$ cat config.mk
export PLATFORM = sky130hd
export DESIGN_NAME = sdf_cell
export DESIGN_NICKNAME = d
export VERILOG_FILES = /design/src/rtl/stencil_dissipation_filter_macros.svh /design/src/rtl/sdf_pkg.sv /design/src/rtl/sdf_cell.sv
export SDC_FILE = /design/constraint.sdc
export NUM_CORES = 1
export LEC_CHECK = 0
export ABC_AREA = 1
export BUFFER_PORTS_ARGS = -buffer_cell sky130_fd_sc_hd__buf_4
export CAP_MARGIN = 15
export CORE_MARGIN = 1.5
export CORE_UTILIZATION = 43
export CTS_CLUSTER_DIAMETER = 30
export CTS_CLUSTER_SIZE = 24
export DETAILED_ROUTE_END_ITERATION = 6
export MAX_ROUTING_LAYER = met4
export PLACE_DENSITY = 0.73
export SYNTH_ARGS = -nofsm -noshare
export SYNTH_HDL_FRONTEND = slang
export SYNTH_SLANG_ARGS = --single-unit
$ cat constraint.sdc
create_clock -name clk_i -period 0.8 [get_ports clk_i]
set_input_delay 0.12 -clock clk_i [delete_from_list [all_inputs] [get_ports clk_i]]
set_output_delay 0.12 -clock clk_i [all_outputs]
set_load 0.005 [all_outputs]
$ cat src/rtl/stencil_dissipation_filter_macros.svh
// Assertion macros shared by the stencil dissipation filter RTL
`ifndef STENCIL_DISSIPATION_FILTER_MACROS_SVH
`define STENCIL_DISSIPATION_FILTER_MACROS_SVH

// Same-cycle implication, disabled while reset is low
`define SDF_ASSERT_NOW(label, clk, rst_n, ante, cons) \
  label: assert property (@(posedge clk) disable iff (!rst_n) (ante) |-> (cons)) \
    else $error("sdf assertion failed");

// Next-cycle implication, disabled while reset is low
`define SDF_ASSERT_NEXT(label, clk, rst_n, ante, cons) \
  label: assert property (@(posedge clk) disable iff (!rst_n) (ante) |=> (cons)) \
    else $error("sdf assertion failed");

`endif

$ cat src/rtl/sdf_pkg.sv
// Package: types, codes and stencil coefficient table for the dissipation filter
package sdf_pkg;

  localparam int COEF_W    = 26;
  localparam int COEF_FRAC = 24;
  localparam int GAIN_W    = 16;
  localparam int GAIN_FRAC = 16;
  localparam int PPS_W     = 12;
  localparam int HALF_W    = 3;
  localparam int CFG_IDX_W = 2;
  localparam int CFG_DATA_W = 16;
  localparam int TAB_G     = 5;

  // low-pass has no coefficient set at this half width
  localparam logic [HALF_W-1:0] LP_UNSUP_G = 3'd5;

  typedef enum logic [1:0] {
    KIND_LOWER  = 2'd0,
    KIND_VOLUME = 2'd1,
    KIND_UPPER  = 2'd2
  } kind_e;

  typedef enum logic [CFG_IDX_W-1:0] {
    CFG_FILTER_KIND = 2'd0,
    CFG_HALF_ORDER  = 2'd1,
    CFG_GAIN        = 2'd2,
    CFG_POINTS      = 2'd3
  } cfg_idx_e;

  typedef enum logic [2:0] {
    ST_IDLE,
    ST_TAP,
    ST_ACC,
    ST_ROUND,
    ST_GAIN,
    ST_OUT
  } state_e;

  localparam logic FILT_KO = 1'b0;
  localparam logic FILT_LP = 1'b1;

  // [filter kind][G-1][tap]: tap 0 is the centre, Q24
  localparam logic signed [COEF_W-1:0] COEF_TAB [2][TAB_G][TAB_G+1] = '{
    '{
      '{-26'sd33554432, 26'sd16777216, 26'sd0, 26'sd0, 26'sd0, 26'sd0},
      '{-26'sd6291456, 26'sd4194304, -26'sd1048576, 26'sd0, 26'sd0, 26'sd0},
      '{-26'sd5242880, 26'sd3932160, -26'sd1572864, 26'sd262144, 26'sd0, 26'sd0},
      '{-26'sd4587520, 26'sd3670016, -26'sd1835008, 26'sd524288, -26'sd65536, 26'sd0},
      '{-26'sd4128768, 26'sd3440640, -26'sd1966080, 26'sd737280, -26'sd163840,
        26'sd16384}
    },
    '{
      '{-26'sd12582912, 26'sd6291456, 26'sd0, 26'sd0, 26'sd0, 26'sd0},
      '{-26'sd14043429, 26'sd9362286, -26'sd2340571, 26'sd0, 26'sd0, 26'sd0},
      '{-26'sd18543157, 26'sd13907368, -26'sd5562947, 26'sd927158, 26'sd0, 26'sd0},
      '{-26'sd26638945, 26'sd21311156, -26'sd10655578, 26'sd3044451, -26'sd380556,
        26'sd0},
      '{26'sd0, 26'sd0, 26'sd0, 26'sd0, 26'sd0, 26'sd0}
    }
  };

  function automatic logic signed [COEF_W-1:0] coef_get(logic filt, logic [HALF_W-1:0] g,
                                                         int j);
    logic signed [COEF_W-1:0] c;
    c = '0;
    if (g >= 3'd1 && int'(g) <= TAB_G && j >= 0 && j <= TAB_G) begin
      c = COEF_TAB[int'(filt)][int'(g) - 1][j];
    end
    return c;
  endfunction

endpackage

$ cat src/rtl/sdf_cell.sv
// Window cell: holds one sample and passes it to the next cell on a shift
module sdf_cell import sdf_pkg::*; #(
  parameter int SW = 32
) (
  input  logic                 clk_i,
  input  logic                 rst_ni,
  input  logic                 shift_i,
  input  logic signed [SW-1:0] d_i,
  output logic signed [SW-1:0] q_o
);

  logic signed [SW-1:0] sample_q;

  always_ff @(posedge clk_i or negedge rst_ni) begin
    if (!rst_ni) begin
      sample_q <= '0;
    end else if (shift_i) begin
      sample_q <= d_i;
    end
  end

  assign q_o = sample_q;

endmodule

==> Word-level counts from Yosys, hierarchy flattened <==
Cells that the tools add are included.
{ "word_totals": {"reg_bits": 32, "in_bits": 35, "output_inout_bits": 32, "word_cells": 1} }

==> Longest topological paths before layout <==
Gate-level depths: netlist (run 1).
{ "depth": {"ltp_word": 0, "mapped_depth": 5, "depth_no_buf": 3} }

==> Worst setup path after synthesis (run 1) <==
OpenSTA, ideal clock, no wires.
{ "synth_timing": {"path_type": "input -> register", "start": "input shift_i", "end": "register sample_q[0] (netlist: q_o[0])", "setup_ns": 0.116, "arrival_ns": 0.485, "required_time_ns": 0.684, "slack_ns": 0.199, "path_stages": 5, "n_path_buf": 2, "path_cell_list": "buf_6 -> inv_8 -> buf_12 -> nand2_2 -> nand2_1"} }
{ "synth_lines": {"columns": ["element", "line", "text"], "rows": [
  ["from (decl)", "sdf_cell.sv:7", "input logic shift_i,"],
  ["to (signal assigned)", "sdf_cell.sv:18", "sample_q <= d_i;"],
  ["to (decl)", "sdf_cell.sv:12", "logic signed [SW-1:0] sample_q;"]
]} }

==> Worst setup path after layout (run 1) <==
{ "layout_timing": {"start": "register sample_q[17] (netlist: q_o[17])", "end": "output q_o[17]"} }
{ "layout_lines": {"columns": ["element", "line", "text"], "rows": [
  ["to (decl)", "sdf_cell.sv:9", "output logic signed [SW-1:0] q_o"]
]} }
No word-level cell between the ends.

==> results.sh, run 1 <==
export IMPL_detailroute_via_count=1344
export IMPL_synth_cell_area_sq_mm=0.00129
export IMPL_clkPwrFrac=0.249
export IMPL_total_power_uw=3840
export IMPL_p_sw_uw=1000
export IMPL_fin_area_sq_mm=0.00243
export IMPL_ioPinCount=67
export IMPL_dieArea_sq_mm=0.00334
export IMPL_critical_path_required_ns=0.68
export IMPL_async_flop_share=1.00
export IMPL_ys_warn_count=0
export IMPL_r2r_slack_ns=-0.10
export IMPL_skew_ns=0
export IMPL_rsz0062_at_grt="yes"
export IMPL_dp_hpwl_um=1970
export IMPL_numPortBuffers=66
export IMPL_cts_tree="built"
export IMPL_synthTopCellsByCount="nand2_1, dfrtp_1, nand2_2, buf_6, clkbuf_8"
export IMPL_crit_fanout=2
export IMPL_end_kind="output pin"
export IMPL_grt_start_max_net_pins=33
export IMPL_drive_gt1_frac=0.425
export IMPL_maxCapViolations=0
export IMPL_dieHeight_um=57.8
export IMPL_cts_root_buf="clkbuf_4"
export IMPL_synth_top_cell_by_area="dfrtp_1"
export IMPL_finalCritPeriodShare=1.26
export IMPL_cts_buffer_depth=2
export IMPL_h_tree_depth=2
export IMPL_syn_avg_cell_area_sq_um=9.50
export IMPL_nets=293
export IMPL_layout_cells_non_filler=290
export IMPL_seqPwrFrac=0.487
export IMPL_cp_cell_sequence="buf_6"
export IMPL_path_class="register to output pin"
export IMPL_clk_latency_ns=0.34
export IMPL_antenna_cells=0
export IMPL_post_synth_top_count_cell="nand2_1"
export IMPL_switching_share=0.261
export IMPL_violations="design-rule violations, negative setup slack"
export IMPL_synth_area_leaders="dfrtp_1, nand2_1, nand2_2"
export IMPL_wirelength_um=4090
export IMPL_gr_total_overflow=0
export IMPL_core_region_area_sq_mm=0.00281
export IMPL_grt_use_total=0.268
export IMPL_synthCells=136
export IMPL_grt_pass1_vias=1431
export IMPL_viasPerCell=4.63
export IMPL_slew_violations=0
export IMPL_vdd_drop_max_mv=1.12
export IMPL_first_pass_iters=6
export IMPL_antenna_left=0
export IMPL_cp_slowest_cell="dfrtp_1"
export IMPL_status="finished, violations left"
export IMPL_synth_top_area_share=0.620
export IMPL_crit_path_start_kind="register"
export IMPL_cts_clk_slew_worst_paths_ns=0.10
export IMPL_drc=4
export IMPL_worst_pin_slew_ns=0.394
export IMPL_start_util=0.461
export IMPL_fp_dieW_um=57.8
export IMPL_path_delay_family="flip-flops"
export IMPL_yosysSeqAreaShare=0.620
export IMPL_synthFlopType="dfrtp_1"
export IMPL_p_leak_uw=0.00133
export IMPL_numPlacedInstances=227
export IMPL_critPathMaxStageDelay_ns=0.42
export IMPL_max_slew_margin_rel=0.737
export IMPL_drtIter0Drc=42
export IMPL_fin_hold_ws_ns=0.104
export IMPL_layout_setup_ws_ns=-0.208
export IMPL_synth_distinct_cells=7
export IMPL_globalplace_congestion=0.805
export IMPL_hold_violations=0
export IMPL_antenna_found_initial=0
export IMPL_syn_to_final_growth_pct=88.3
export IMPL_clock_sinks=32
export IMPL_pwr_share_comb=0.263
export IMPL_placed_area_sq_mm=0.00175
export IMPL_wl_per_cell_um=14.1
export IMPL_setup_viol=35
export IMPL_core_rowCount=19
export IMPL_numCtsBuffers=5
export IMPL_synth_fp_nets=171
export IMPL_p_per_area_mw_per_mm2=1580
export IMPL_setup_tns_final_ns=-6.17
export IMPL_internal_power_uw=2840
export IMPL_path_buf_inv=1
export IMPL_hp_class="input port to register"
export IMPL_synth_edf_count=0
export IMPL_largest_reg_flops=32
export IMPL_period_minus_slack_ns=1.01
export IMPL_grt_first_pass_wirelength_um=6360
export IMPL_cp_arrival_ns=0.89
export IMPL_fmax_ghz=0.992
export IMPL_synth_seq_cells=32
## timing repair
item / CTS / global route
hold buffers: 33 / 0
setup endpoints to repair: 32 / 32
cloned: 0 / 0
hold endpoints to repair: 64 / 0
buffers inserted: 15 / 7
pin swaps: 0 / 0
gates resized for setup: 32 / 2
## through the flow
stage               setup slack (ns)   util
floorplan                      0.199      -
global placement               0.102  0.624
detailed placement            0.0704  0.624
CTS                           -0.217  0.847
global route                  -0.247  0.868
finish                        -0.208  0.868
## per-layer routing
metal	vias to the layer above	GRT usage	routed length (um)
li1	650	-	-
met1	623	0.302	1540
met2	57	0.448	2210
met3	14	0.0513	202
met4	0	0.143	137
met5	-	-	0
## layout by cell type (no fill, tap or decap), drive strengths merged
master       count
clkinv           2
dfrtp           32
buf             89
clkbuf           6
nand2           96
dlygate4sd3     33
inv              1
## layout make-up
cell class	count	area, sq um
timing repair buffer	122	1130
sequential	32	801
tap	31	38.8
clock buffer	6	51.3
fill	154	372
multi-input combinational	96	390
inverter	1	11.3
clock inverter	2	10.0
## kinds of logic after synthesis
group / share of synthesized area
and+or+nand+nor: 0.298
buffers and inverters: 0.0823
DFF: 0.620
## path summary, 6_finish.rpt
check                         from       to  cells past startpoint
max                        q_o[17]  q_o[17]                      1
max in group asynchronous   rst_ni  q_o[27]                      2
max reg2reg                 q_o[6]   q_o[6]                      4
min                        shift_i  q_o[28]                      3
min reg2reg                q_o[11]  q_o[11]                      2
min in group asynchronous   rst_ni  q_o[31]                      2
## power groups by stage
stage                     registers [uW]  logic [uW]  clock network [uW]
after floorplan                     1890         219                   0
after global placement              1870         603                   0
after detailed placement            1880         622                   0
after CTS                           1870         939                1000
after global routing                1880        1090                1080
final                               1870        1010                 956
Power figures use the tool's default switching activity.
==> run 2: changes to the inputs <==
==> constraint.sdc (replaced) <==
create_clock -name clk_i -period 0.8 [get_ports clk_i]
set_input_delay 0 -clock clk_i [delete_from_list [all_inputs] [get_ports clk_i]]
set_output_delay 0 -clock clk_i [all_outputs]
set_load 0.005 [all_outputs]
==> run 2 against run 1 <==
The flow still finishes with violations (design-rule violations, negative setup slack). Count of clock-buffer cells in the layout unchanged. Non-clock buffer count down 5. Total power down 4.4%. Combinational power down 5%. First-iteration DRC count down 4.8%. Routed wire length down 4.3%. Clock power down 12%. Critical endpoint is now q_o[24]. Largest cell class unchanged. Highest routed layer unchanged.
==> results.sh, run 2 (same netlist as run 1, synthesis figures left out) <==
export IMPL_end_kind="output pin"
export IMPL_cts_tree="built"
export IMPL_core_rowCount=19
export IMPL_core_region_area_sq_mm=0.00281
export IMPL_hold_violations=0
export IMPL_globalplace_congestion=0.796
export IMPL_hold_depth=3
export IMPL_cts_root_buf="clkbuf_4"
export IMPL_fill_cells=163
export IMPL_drtIter0Drc=40
export IMPL_fin_hold_ws_ns=0.0691
export IMPL_wl_per_cell_um=13.8
export IMPL_clk_latency_ns=0.31
export IMPL_h_tree_depth=2
export IMPL_setup_tns_final_ns=-1.54
export IMPL_vdd_drop_max_mv=1.34
export IMPL_wirelength_um=3910
export IMPL_dp_hpwl_um=1860
export IMPL_cp_slowest_cell="dfrtp_1"
export IMPL_path_buf_inv=1
export IMPL_cts_clk_slew_worst_paths_ns=0.10
export IMPL_rsz0062_at_grt="yes"
export IMPL_max_slew_margin_rel=0.735
export IMPL_layout_setup_ws_ns=-0.0702
export IMPL_worst_pin_slew_ns=0.397
export IMPL_antenna_found_initial=0
export IMPL_clock_sinks=32
export IMPL_fp_dieW_um=57.8
export IMPL_layout_cells_non_filler=284
export IMPL_detailroute_via_count=1299
export IMPL_cp_depth=1
export IMPL_dieHeight_um=57.8
export IMPL_grt_pass1_vias=1410
export IMPL_numPortBuffers=66
export IMPL_r2r_start="q_o[26]"
export IMPL_antenna_cells=0
export IMPL_syn_to_final_growth_pct=82.9
export IMPL_numCtsBuffers=5
export IMPL_largest_reg_flops=32
export IMPL_finalCritPeriodShare=1.09
export IMPL_period_minus_slack_ns=0.870
export IMPL_post_route_util=0.843
export IMPL_final_cell_mix="nand2_1, buf_4, dlygate4sd3_1"
export IMPL_crit_fanout=2
export IMPL_p_leak_uw=0.00129
export IMPL_multiInputGateArea_sq_um=385
export IMPL_fmax_ghz=1.15
export IMPL_final_common_cell="nand2_1"
export IMPL_ioPinCount=67
export IMPL_first_pass_iters=7
export IMPL_path_class="register to output pin"
export IMPL_hp_class="input port to register"
export IMPL_cts_buffer_depth=2
export IMPL_grt_first_pass_wirelength_um=6360
export IMPL_numPlacedInstances=226
export IMPL_total_power_uw=3670
export IMPL_drive_gt1_frac=0.399
export IMPL_antenna_left=0
export IMPL_cp_startpoint="q_o[24]"
export IMPL_cp_arrival_ns=0.87
export IMPL_status="finished, violations left"
export IMPL_nets=288
export IMPL_drc=4
export IMPL_maxCapViolations=0
export IMPL_setup_viol=32
export IMPL_dieArea_sq_mm=0.00334
export IMPL_gr_total_overflow=0
export IMPL_grt_use_total=0.268
export IMPL_slew_violations=0
export IMPL_cp_cell_sequence="buf_6"
export IMPL_grt_start_max_net_pins=34
export IMPL_path_delay_family="flip-flops"
export IMPL_skew_ns=0
export IMPL_critPathMaxStageDelay_ns=0.42
export IMPL_hp_start="shift_i"
export IMPL_worstRegToRegCells=3
export IMPL_violations="design-rule violations, negative setup slack"
export IMPL_critical_path_required_ns=0.80
export IMPL_start_util=0.461
export IMPL_regArea_sq_um=801
export IMPL_crit_path_start_kind="register"
export IMPL_p_per_area_mw_per_mm2=1550
export IMPL_viasPerCell=4.57
run 2: cell types whose count changed in the layout (fill, tap and decap cells not counted), sizes merged:
cell	change
buf	-5
clkinv	-1
run 2: what timing repair did:
action                     in CTS  in global routing
cloned                          0                  0
hold buffers                   33                  0
setup endpoints to repair      32                 32
hold endpoints to repair       64                  0
gates resized for setup        32                  0
buffers inserted               17                  1
run 2: layout make-up:
| class | instances | share of cell area |
|---|---|---|
| well taps | 31 | 0.0164 |
| clock buffers | 6 | 0.0175 |
| flip-flops and latches | 32 | 0.339 |
| repair buffers | 117 | 0.457 |
| multi-input cells | 96 | 0.163 |
| inverters | 1 | 0.00476 |
| clock inverters | 1 | 0.00212 |
run 2: path summary, 6_finish.rpt:
path	end	slack (ns)
worst max register to register	q_o[26]	0.04
worst max-delay path	q_o[24]	-0.07
min in group asynchronous	q_o[18]	0.15
max in group asynchronous	q_o[0]	0.35
worst min register to register	q_o[30]	0.50
worst min-delay path	q_o[29]	0.07
run 2: stage by stage:
step                      setup slack (ns)  area [sq um]
after floorplan                      0.209          1290
after global placement              0.0756          1730
after detailed placement            0.0324          1730
after CTS                          -0.0712          2360
after global routing                -0.101          2360
final                              -0.0702          2360
run 2: metal layers:
layer  up-vias  global-route usage  wire length (um)
li1        638                   -                 -
met1       597               0.270              1400
met2        51               0.487              2170
met3        13              0.0625               224
met4         0               0.123               119
met5         -                   -                 0
run 2: worst reg2reg max path, delay by kind of cell (launching register included):
family                 cells  cell delay [ns]
buffers and inverters      1             0.14
flip-flops                 1             0.41
AND/OR/NAND/NOR            2             0.12
run 2: power by group:
group	leakage, uW	total (uW)	internal, uW	switching, uW
sequential	0.000390	1870	1760	110
combinational	0.000873	962	626	335
clock	0.0000281	840	323	517
total	0.00129	3670	2710	963
