`config.mk`:
```
export PLATFORM = sky130hd
export DESIGN_NAME = sdf_tap
export DESIGN_NICKNAME = d
export VERILOG_FILES = /design/src/rtl/stencil_dissipation_filter_macros.svh /design/src/rtl/sdf_pkg.sv /design/src/rtl/sdf_tap.sv
export SDC_FILE = /design/constraint.sdc
export NUM_CORES = 2
export LEC_CHECK = 0
export BUFFER_PORTS_ARGS = -buffer_cell sky130_fd_sc_hd__buf_2
export CAP_MARGIN = 20
export CORE_AREA = 2 2 314 192
export CTS_CLUSTER_SIZE = 10
export DETAILED_ROUTE_END_ITERATION = 10
export DIE_AREA = 0 0 316 194
export GPL_ROUTABILITY_DRIVEN = 1
export PLACE_DENSITY = 0.79
export SYNTH_ARGS = -nofsm -noshare
export SYNTH_HDL_FRONTEND = slang
export SYNTH_SLANG_ARGS = --single-unit
```
`constraint.sdc`:
```
create_clock -name clk_i -period 15 [get_ports clk_i]
set_clock_uncertainty 0.15 [all_clocks]
set_input_delay 3 -clock clk_i [delete_from_list [all_inputs] [get_ports clk_i]]
set_output_delay 3 -clock clk_i [all_outputs]
set_load 0.03 [all_outputs]
```
`src/rtl/stencil_dissipation_filter_macros.svh`:
```
// Assertion macros shared by the stencil dissipation filter RTL
`ifndef STENCIL_DISSIPATION_FILTER_MACROS_SVH
`define STENCIL_DISSIPATION_FILTER_MACROS_SVH

// Same-cycle implication, disabled while reset is low
`define SDF_ASSERT_NOW(label, clk, rst_n, ante, cons) \
  label: assert property (@(posedge clk) disable iff (!rst_n) (ante) |-> (cons)) \
    else $error("sdf assertion failed");

// Next-cycle implication, disabled while reset is low
`define SDF_ASSERT_NEXT(label, clk, rst_n, ante, cons) \
  label: assert property (@(posedge clk) disable iff (!rst_n) (ante) |=> (cons)) \
    else $error("sdf assertion failed");

`endif

```
`src/rtl/sdf_pkg.sv`:
```
// Package: types, codes and stencil coefficient table for the dissipation filter
package sdf_pkg;

  localparam int COEF_W    = 26;
  localparam int COEF_FRAC = 24;
  localparam int GAIN_W    = 16;
  localparam int GAIN_FRAC = 16;
  localparam int PPS_W     = 12;
  localparam int HALF_W    = 3;
  localparam int CFG_IDX_W = 2;
  localparam int CFG_DATA_W = 16;
  localparam int TAB_G     = 5;

  // low-pass has no coefficient set at this half width
  localparam logic [HALF_W-1:0] LP_UNSUP_G = 3'd5;

  typedef enum logic [1:0] {
    KIND_LOWER  = 2'd0,
    KIND_VOLUME = 2'd1,
    KIND_UPPER  = 2'd2
  } kind_e;

  typedef enum logic [CFG_IDX_W-1:0] {
    CFG_FILTER_KIND = 2'd0,
    CFG_HALF_ORDER  = 2'd1,
    CFG_GAIN        = 2'd2,
    CFG_POINTS      = 2'd3
  } cfg_idx_e;

  typedef enum logic [2:0] {
    ST_IDLE,
    ST_TAP,
    ST_ACC,
    ST_ROUND,
    ST_GAIN,
    ST_OUT
  } state_e;

  localparam logic FILT_KO = 1'b0;
  localparam logic FILT_LP = 1'b1;

  // [filter kind][G-1][tap]: tap 0 is the centre, Q24
  localparam logic signed [COEF_W-1:0] COEF_TAB [2][TAB_G][TAB_G+1] = '{
    '{
      '{-26'sd33554432, 26'sd16777216, 26'sd0, 26'sd0, 26'sd0, 26'sd0},
      '{-26'sd6291456, 26'sd4194304, -26'sd1048576, 26'sd0, 26'sd0, 26'sd0},
      '{-26'sd5242880, 26'sd3932160, -26'sd1572864, 26'sd262144, 26'sd0, 26'sd0},
      '{-26'sd4587520, 26'sd3670016, -26'sd1835008, 26'sd524288, -26'sd65536, 26'sd0},
      '{-26'sd4128768, 26'sd3440640, -26'sd1966080, 26'sd737280, -26'sd163840,
        26'sd16384}
    },
    '{
      '{-26'sd12582912, 26'sd6291456, 26'sd0, 26'sd0, 26'sd0, 26'sd0},
      '{-26'sd14043429, 26'sd9362286, -26'sd2340571, 26'sd0, 26'sd0, 26'sd0},
      '{-26'sd18543157, 26'sd13907368, -26'sd5562947, 26'sd927158, 26'sd0, 26'sd0},
      '{-26'sd26638945, 26'sd21311156, -26'sd10655578, 26'sd3044451, -26'sd380556,
        26'sd0},
      '{26'sd0, 26'sd0, 26'sd0, 26'sd0, 26'sd0, 26'sd0}
    }
  };

  function automatic logic signed [COEF_W-1:0] coef_get(logic filt, logic [HALF_W-1:0] g,
                                                         int j);
    logic signed [COEF_W-1:0] c;
    c = '0;
    if (g >= 3'd1 && int'(g) <= TAB_G && j >= 0 && j <= TAB_G) begin
      c = COEF_TAB[int'(filt)][int'(g) - 1][j];
    end
    return c;
  endfunction

endpackage

```
`src/rtl/sdf_tap.sv`:
```
// Stencil tap: folds a symmetric sample pair and scales it by its coefficient
module sdf_tap import sdf_pkg::*; #(
  parameter int SW = 32
) (
  input  logic                         clk_i,
  input  logic                         en_i,
  input  logic signed [SW-1:0]         a_i,
  input  logic signed [SW-1:0]         b_i,
  input  logic signed [COEF_W-1:0]     coef_i,
  output logic signed [SW+COEF_W:0]    prod_o
);

  logic signed [SW:0]        pair;
  logic signed [SW+COEF_W:0] prod_d, prod_q;

  assign pair   = (SW+1)'(a_i) + (SW+1)'(b_i);
  assign prod_d = pair * coef_i;

  always_ff @(posedge clk_i) begin
    if (en_i) begin
      prod_q <= prod_d;
    end
  end

  assign prod_o = prod_q;

endmodule

```
; ---- Word-level counts from Yosys, hierarchy flattened
; Cells that the tools add are included.
[totals]
output_inout_bits = 59
inputBits = 92
register_bits = 59
elab_cells = 3
[classes]
addsub = 1
mul = 1
[op_table]
columns = operator, n
row1 = multiplier 33 x 26 -> 59 bit, 1
row2 = adder 32 x 32 -> 33 bit, 1

; ---- Longest topological paths before layout
[logic_depth]
ltp_word = 2
ltp_mapped = 38
ltp_nobuf = 36

; ---- Worst setup path before layout
; Ideal clock, no wire load.
[synth_path]
path_type = input to register
startpoint = input a_i[8]
endpoint = register prod_q[57], in the netlist prod_o[57], data pin
path_stages = 34
setup_ns = 0.258
path_buffers = 2
arrival_ns = 11.369
required_ns = 14.592
path_slack_ns = 3.223
path_cell_list = ha_1 a21o_1 a21o_1 a211oi_1 a21bo_1 a221oi_4 o211a_1 o21bai_2 a311oi_4 buf_8 mux2_4 fa_1 inv_1 fa_1 inv_1 fa_1 fa_1 inv_1 fa_1 fa_1 inv_1 fa_1 inv_1 ha_1 clkbuf_1 a21o_1 a21o_1 a21oi_1 nor2_1 o311ai_0 a21oi_1 o21ai_0 nand4_1 nor3b_1
[synth_between]
elab_chain_len = 2
[synth_rtl]
columns = item, line_no
row1 = "start, declared", sdf_tap.sv:7  ; input logic signed [SW-1:0] a_i,
row2 = adder 32 x 32 -> 33 bit, sdf_tap.sv:16  ; assign pair = (SW+1)'(a_i) + (SW+1)'(b_i);
row3 = multiplier 33 x 26 -> 59 bit, sdf_tap.sv:17  ; assign prod_d = pair * coef_i;
row4 = via prod_d[57], sdf_tap.sv:14  ; logic signed [SW+COEF_W:0] prod_d, prod_q;
row5 = "end signal, assigned", sdf_tap.sv:21  ; prod_q <= prod_d;
row6 = "end, declared", sdf_tap.sv:14
; The timed path passes the listed nets, and every way through them passes these cells.
; A chain may end at the register's enable or synchronous reset.

; ---- Worst setup path after layout
[layout_path]
startpoint = input a_i[1]
endpoint = register prod_q[57], in the netlist prod_o[57], data pin
; The elaborated chain is that of the path after synthesis.

==> impl_results.html <==
<table>
<tr><th>Metric</th><th>Value</th></tr>
<tr><th colspan="2">GRT</th></tr>
<tr><td>Global-route wire length before repair</td><td>161,600 µm</td></tr>
<tr><td>Vias in the first global route</td><td>29,120</td></tr>
<tr><td>GR Util All Layers</td><td>34.65%</td></tr>
<tr><td>Pin count of the biggest net entering global routing</td><td>just over 60</td></tr>
<tr><td>Total congestion overflow after global routing</td><td>0</td></tr>
<tr><td>Antenna violations before repair</td><td>4</td></tr>
<tr><th colspan="2">Cells and area</th></tr>
<tr><td>Total number of nets in the final design</td><td>5,113</td></tr>
<tr><td>Fraction of layout instances using a drive strength above 1</td><td>under 10%</td></tr>
<tr><td>Number of flip-flops under the largest register name</td><td>59</td></tr>
<tr><td>Relative area change from synthesis to final layout</td><td>5.430%</td></tr>
<tr><th colspan="2">Yosys</th></tr>
<tr><td>Multiplexer share of the synthesized area</td><td>between 1.5 and 2%</td></tr>
<tr><td>Share of synthesized cell area in and, or, nand and nor gates</td><td>between 15 and 20%</td></tr>
<tr><td>Gate count of the mapped netlist</td><td>3,961</td></tr>
<tr><td>Share of synthesized area occupied by flip-flops and latches</td><td>around 4.9%</td></tr>
<tr><td>Commonest register cell after synthesis</td><td>sky130_fd_sc_hd__edfxtp_1</td></tr>
<tr><td>Total standard cell area after synthesis</td><td>35,850 µm²</td></tr>
<tr><td>Register bit total from synthesis</td><td>between 50 and 60</td></tr>
<tr><td>Largest family of logic cells by synthesized area</td><td>adder cells</td></tr>
<tr><td>Number of flops mapped to enable cells by yosys</td><td>59</td></tr>
<tr><td>Cells taking the most area after synthesis</td><td>sky130_fd_sc_hd__fa_1 49%, sky130_fd_sc_hd__inv_1 9.5%, sky130_fd_sc_hd__ha_1 6.7%, sky130_fd_sc_hd__nand2_1 6.0%, sky130_fd_sc_hd__edfxtp_1 4.9%</td></tr>
<tr><td>Share of flip-flops with an asynchronous set or reset</td><td>0%</td></tr>
<tr><td>Cell type with the highest aggregate area in the netlist</td><td>sky130_fd_sc_hd__fa_1</td></tr>
<tr><td>Average size of a mapped cell</td><td>9.051 µm²</td></tr>
<tr><td>Post-synthesis share of cell area spent on full adders, half adders and majority gates</td><td>between 50% and 60%</td></tr>
<tr><td>Post-synth net total</td><td>approximately 5,100</td></tr>
<tr><td>Count of cell types in the netlist</td><td>about 70</td></tr>
<tr><td>Post-synth top area share</td><td>between 40% and 50%</td></tr>
<tr><td>Compound-Gate Fraction of Synth Area</td><td>6.673%</td></tr>
<tr><td>Count of warnings emitted by yosys</td><td>0</td></tr>
<tr><td>Post-synthesis share of cell area spent on xor and xnor gates</td><td>2.150%</td></tr>
<tr><th colspan="2">Timing</th></tr>
<tr><td>Relative slew margins</td><td>19.26%</td></tr>
<tr><td>Post-layout minimum cycle time</td><td>between 10 and 15 ns</td></tr>
<tr><td>Worst-Margin Slew</td><td>1.181 ns</td></tr>
<tr><td>Number of pins exceeding their max-slew limit in the final report</td><td>0</td></tr>
<tr><td>Setup_tns</td><td>0 ns</td></tr>
<tr><td>Total count of hold-check failures in the final report</td><td>0</td></tr>
<tr><td>Period Utilization, post-route</td><td>89.68%</td></tr>
<tr><td>Unrepaired setup endpoints after global routing</td><td>false</td></tr>
<tr><td>Peak Freq</td><td>0.07434 GHz</td></tr>
<tr><td># setup viols final</td><td>0</td></tr>
<tr><th colspan="2">Floorplanning</th></tr>
<tr><td>I/O pin cnt</td><td>about 150</td></tr>
<tr><td>Die W</td><td>between 300 and 400 µm</td></tr>
<tr><td>Area inside the core boundary</td><td>58,450 µm²</td></tr>
<tr><td>Row cnt</td><td>between 60 and 70</td></tr>
<tr><td>Vertical extent of the die</td><td>approximately 190 µm</td></tr>
<tr><td>Initial core utilization</td><td>between 60% and 70%</td></tr>
<tr><td>Die area</td><td>between 60,000 and 70,000 µm²</td></tr>
<tr><th colspan="2">Clock tree</th></tr>
<tr><td>Number of CTS-inserted buffers</td><td>9</td></tr>
<tr><td>Sinks on the clock net</td><td>between 50 and 60</td></tr>
<tr><td>Number of hold buffers added after CTS</td><td>0</td></tr>
<tr><td>Clk Tree Root Cell</td><td>sky130_fd_sc_hd__clkbuf_16</td></tr>
<tr><td>Clock transition at the register clock pins on the worst setup and hold paths after CTS</td><td>around 0.08 ns</td></tr>
<tr><td>Number of gates given a new drive strength after cts</td><td>0</td></tr>
<tr><td>H-tree levels</td><td>3</td></tr>
<tr><td>Post-CTS setup-driven buffer insertion count</td><td>0</td></tr>
<tr><td>CTS max path bufs</td><td>2</td></tr>
<tr><td>CTS tree</td><td>built</td></tr>
<tr><th colspan="2">Routing</th></tr>
<tr><td>Total detailed-routing wirelength</td><td>101,100 µm</td></tr>
<tr><td>Detailed Routing Iterations Pass 1</td><td>10</td></tr>
<tr><td>Count of vias placed by the detailed router</td><td>about 28,000</td></tr>
<tr><td>Drt initial violations</td><td>3,130</td></tr>
<tr><td>Number of nets still failing antenna checks after routing</td><td>0</td></tr>
<tr><td>Via density</td><td>5.852</td></tr>
<tr><td>Drt wl/cell</td><td>21.34 µm</td></tr>
<tr><td>DRC violation count after routing</td><td>0</td></tr>
<tr><th colspan="2">Hold path</th></tr>
<tr><td>Type of the tightest min-delay check</td><td>in2reg</td></tr>
<tr><td>Number of cells on the worst hold path</td><td>1</td></tr>
<tr><td>Hold EP</td><td>prod_o[58]$_DFFE_PP_</td></tr>
<tr><td>Worst min-delay path startpoint</td><td>en_i</td></tr>
<tr><th colspan="2">Critical path</th></tr>
<tr><td>WS Path Type</td><td>in2reg</td></tr>
<tr><td>Peak fanout along the critical path</td><td>19</td></tr>
<tr><td>Data required time at the worst endpoint</td><td>~15 ns</td></tr>
<tr><td>Startpoint kind of the worst setup timing path</td><td>primary input</td></tr>
<tr><td>CP endpoint kind</td><td>register</td></tr>
<tr><td>Data arrival time of the critical path</td><td>13.48 ns</td></tr>
<tr><td>CP max stage cell</td><td>sky130_fd_sc_hd__xor2_1</td></tr>
<tr><td>Slowest Stage Delay on Critical Path</td><td>between 0.8 and 0.9 ns</td></tr>
<tr><td>Cell repeated most along the worst path</td><td>sky130_fd_sc_hd__fa_1</td></tr>
<tr><th colspan="2">Run status</th></tr>
<tr><td>Result of the run</td><td>finished clean</td></tr>
<tr><th colspan="2">Job</th></tr>
<tr><td>Max-cap check violation count</td><td>0</td></tr>
<tr><th colspan="2">Placement</th></tr>
<tr><td>Port Buf Inserts</td><td>150</td></tr>
<tr><td>Post-DP HPWL</td><td>80,340 µm</td></tr>
<tr><td>Weighted congestion at the end of routability-driven global placement</td><td>around 0.97</td></tr>
</table>
how the worst max path moves through the flow:
| stage | startpoint | endpoint | cells after the start |
|---|---|---|---|
| global route | a_i[1] | prod_o[58]$_DFFE_PP_ | 32 |
| CTS | a_i[1] | prod_o[58]$_DFFE_PP_ | 32 |
| detailed placement | a_i[1] | prod_o[58]$_DFFE_PP_ | 32 |
| floorplan | a_i[8] | prod_o[57]$_DFFE_PP_ | 34 |
| finish | a_i[1] | prod_o[57]$_DFFE_PP_ | 34 |
| global placement | a_i[1] | prod_o[52]$_DFFE_PP_ | 31 |
placed cells by master, fill, tap and decap left out, drive strengths merged, types with 9 or more instances in the layout:
cell type | synthesis | layout
nand3b | 29 | 29
o221ai | 23 | 23
clkbuf | 226 | 9
o21ai | 59 | 59
and3b | 11 | 11
nand4 | 15 | 15
nor2 | 64 | 64
a21boi | 24 | 24
nor2b | 49 | 49
a21oi | 91 | 91
nand2b | 76 | 76
ha | 192 | 192
a211oi | 9 | 9
a31oi | 13 | 13
a311o | 11 | 11
nor3b | 14 | 14
xor2 | 30 | 30
and3 | 16 | 16
fa | 879 | 879
nand3 | 53 | 53
o21a | 13 | 13
nand2 | 575 | 575
a311oi | 15 | 15
mux2i | 25 | 25
and2 | 233 | 233
xnor2 | 58 | 58
inv | 907 | 907
a21o | 42 | 42
mux2 | 29 | 29
buf | 8 | 212
edfxtp | 59 | 59
nor4bb | 22 | 22
o21bai | 16 | 16
nor3 | 21 | 21
final cells by class:
| type | instances | area, µm² |
|---|---|---|
| antenna | 1 | 2.502 |
| clock buffer | 9 | 225.2 |
| sequential | 59 | 1772 |
| inverter | 907 | 3405 |
| clock inverter | 6 | 57.56 |
| timing repair buffer | 212 | 1240 |
| tap | 781 | 977.2 |
| multi-input combinational | 2761 | 30120 |
| fill | 4671 | 20650 |
routing by layer:
metal  GRT usage (%)  up-vias  routed length, µm
met5               0        -                 27
met4           9.005        4               2820
met3           15.96      197              17180
met2           47.04     1888              40230
met1           50.11    13780              40810
li1                -    11850                  -
cell families (layout without fill, tap and decap cells):
family,after synthesis,after routing
other,0,1
AND/OR/NAND/NOR,1199,1199
XOR/XNOR,88,88
flip-flops,59,59
buffers and inverters,1141,1134
AO/OA/AOI/OAI,349,349
adder cells (fa/ha/maj),1071,1071
multiplexers,54,54
cell usage after synthesis (all sizes together), types with 4 or more instances:
cell     instances
o21ai           59
mux2i           25
nor3            21
mux2            29
o221ai          23
xor2            30
a21o            42
buf              8
edfxtp          59
a2111oi          5
a31oi           13
nand2b          76
a311oi          15
nor2b           49
a211oi           9
ha             192
and3            16
nor4bb          22
nand3           53
nand2          575
o21a            13
inv            907
or2              6
nor4             4
a21boi          24
nor3b           14
xnor2           58
fa             879
and3b           11
nand3b          29
a21oi           91
o211ai           6
a311o           11
nor2            64
clkbuf         226
o21bai          16
and2           233
nand4           15
metrics by stage:
stage | cell area, µm² | hold slack, ns | std cells | worst slack (ns) | utilization (%)
finish | 37800 | 3.099 | 4736 | 1.547 | 64.67
global route | 37800 | 3.164 | 4735 | 1.121 | 64.67
detailed placement | 37470 | 3.328 | 4718 | 1.499 | 64.11
global placement | 37470 | 3.326 | 4717 | 1.594 | 64.11
CTS | 37760 | 3.119 | 4733 | 1.920 | 64.60
floorplan | 35850 | 2.963 | 3961 | 3.223 | -
worst max-delay path, delay by kind of cell:
family	cells	cell delay, ns
compound gates	13	4.12
xor+xnor	1	0.88
fa+ha+maj	9	4.15
buf+inv	7	0.81
simple gates	4	0.51
Power is not shown: default switching activity piles up to over one toggle a cycle in this logic, so the estimate is an artifact.
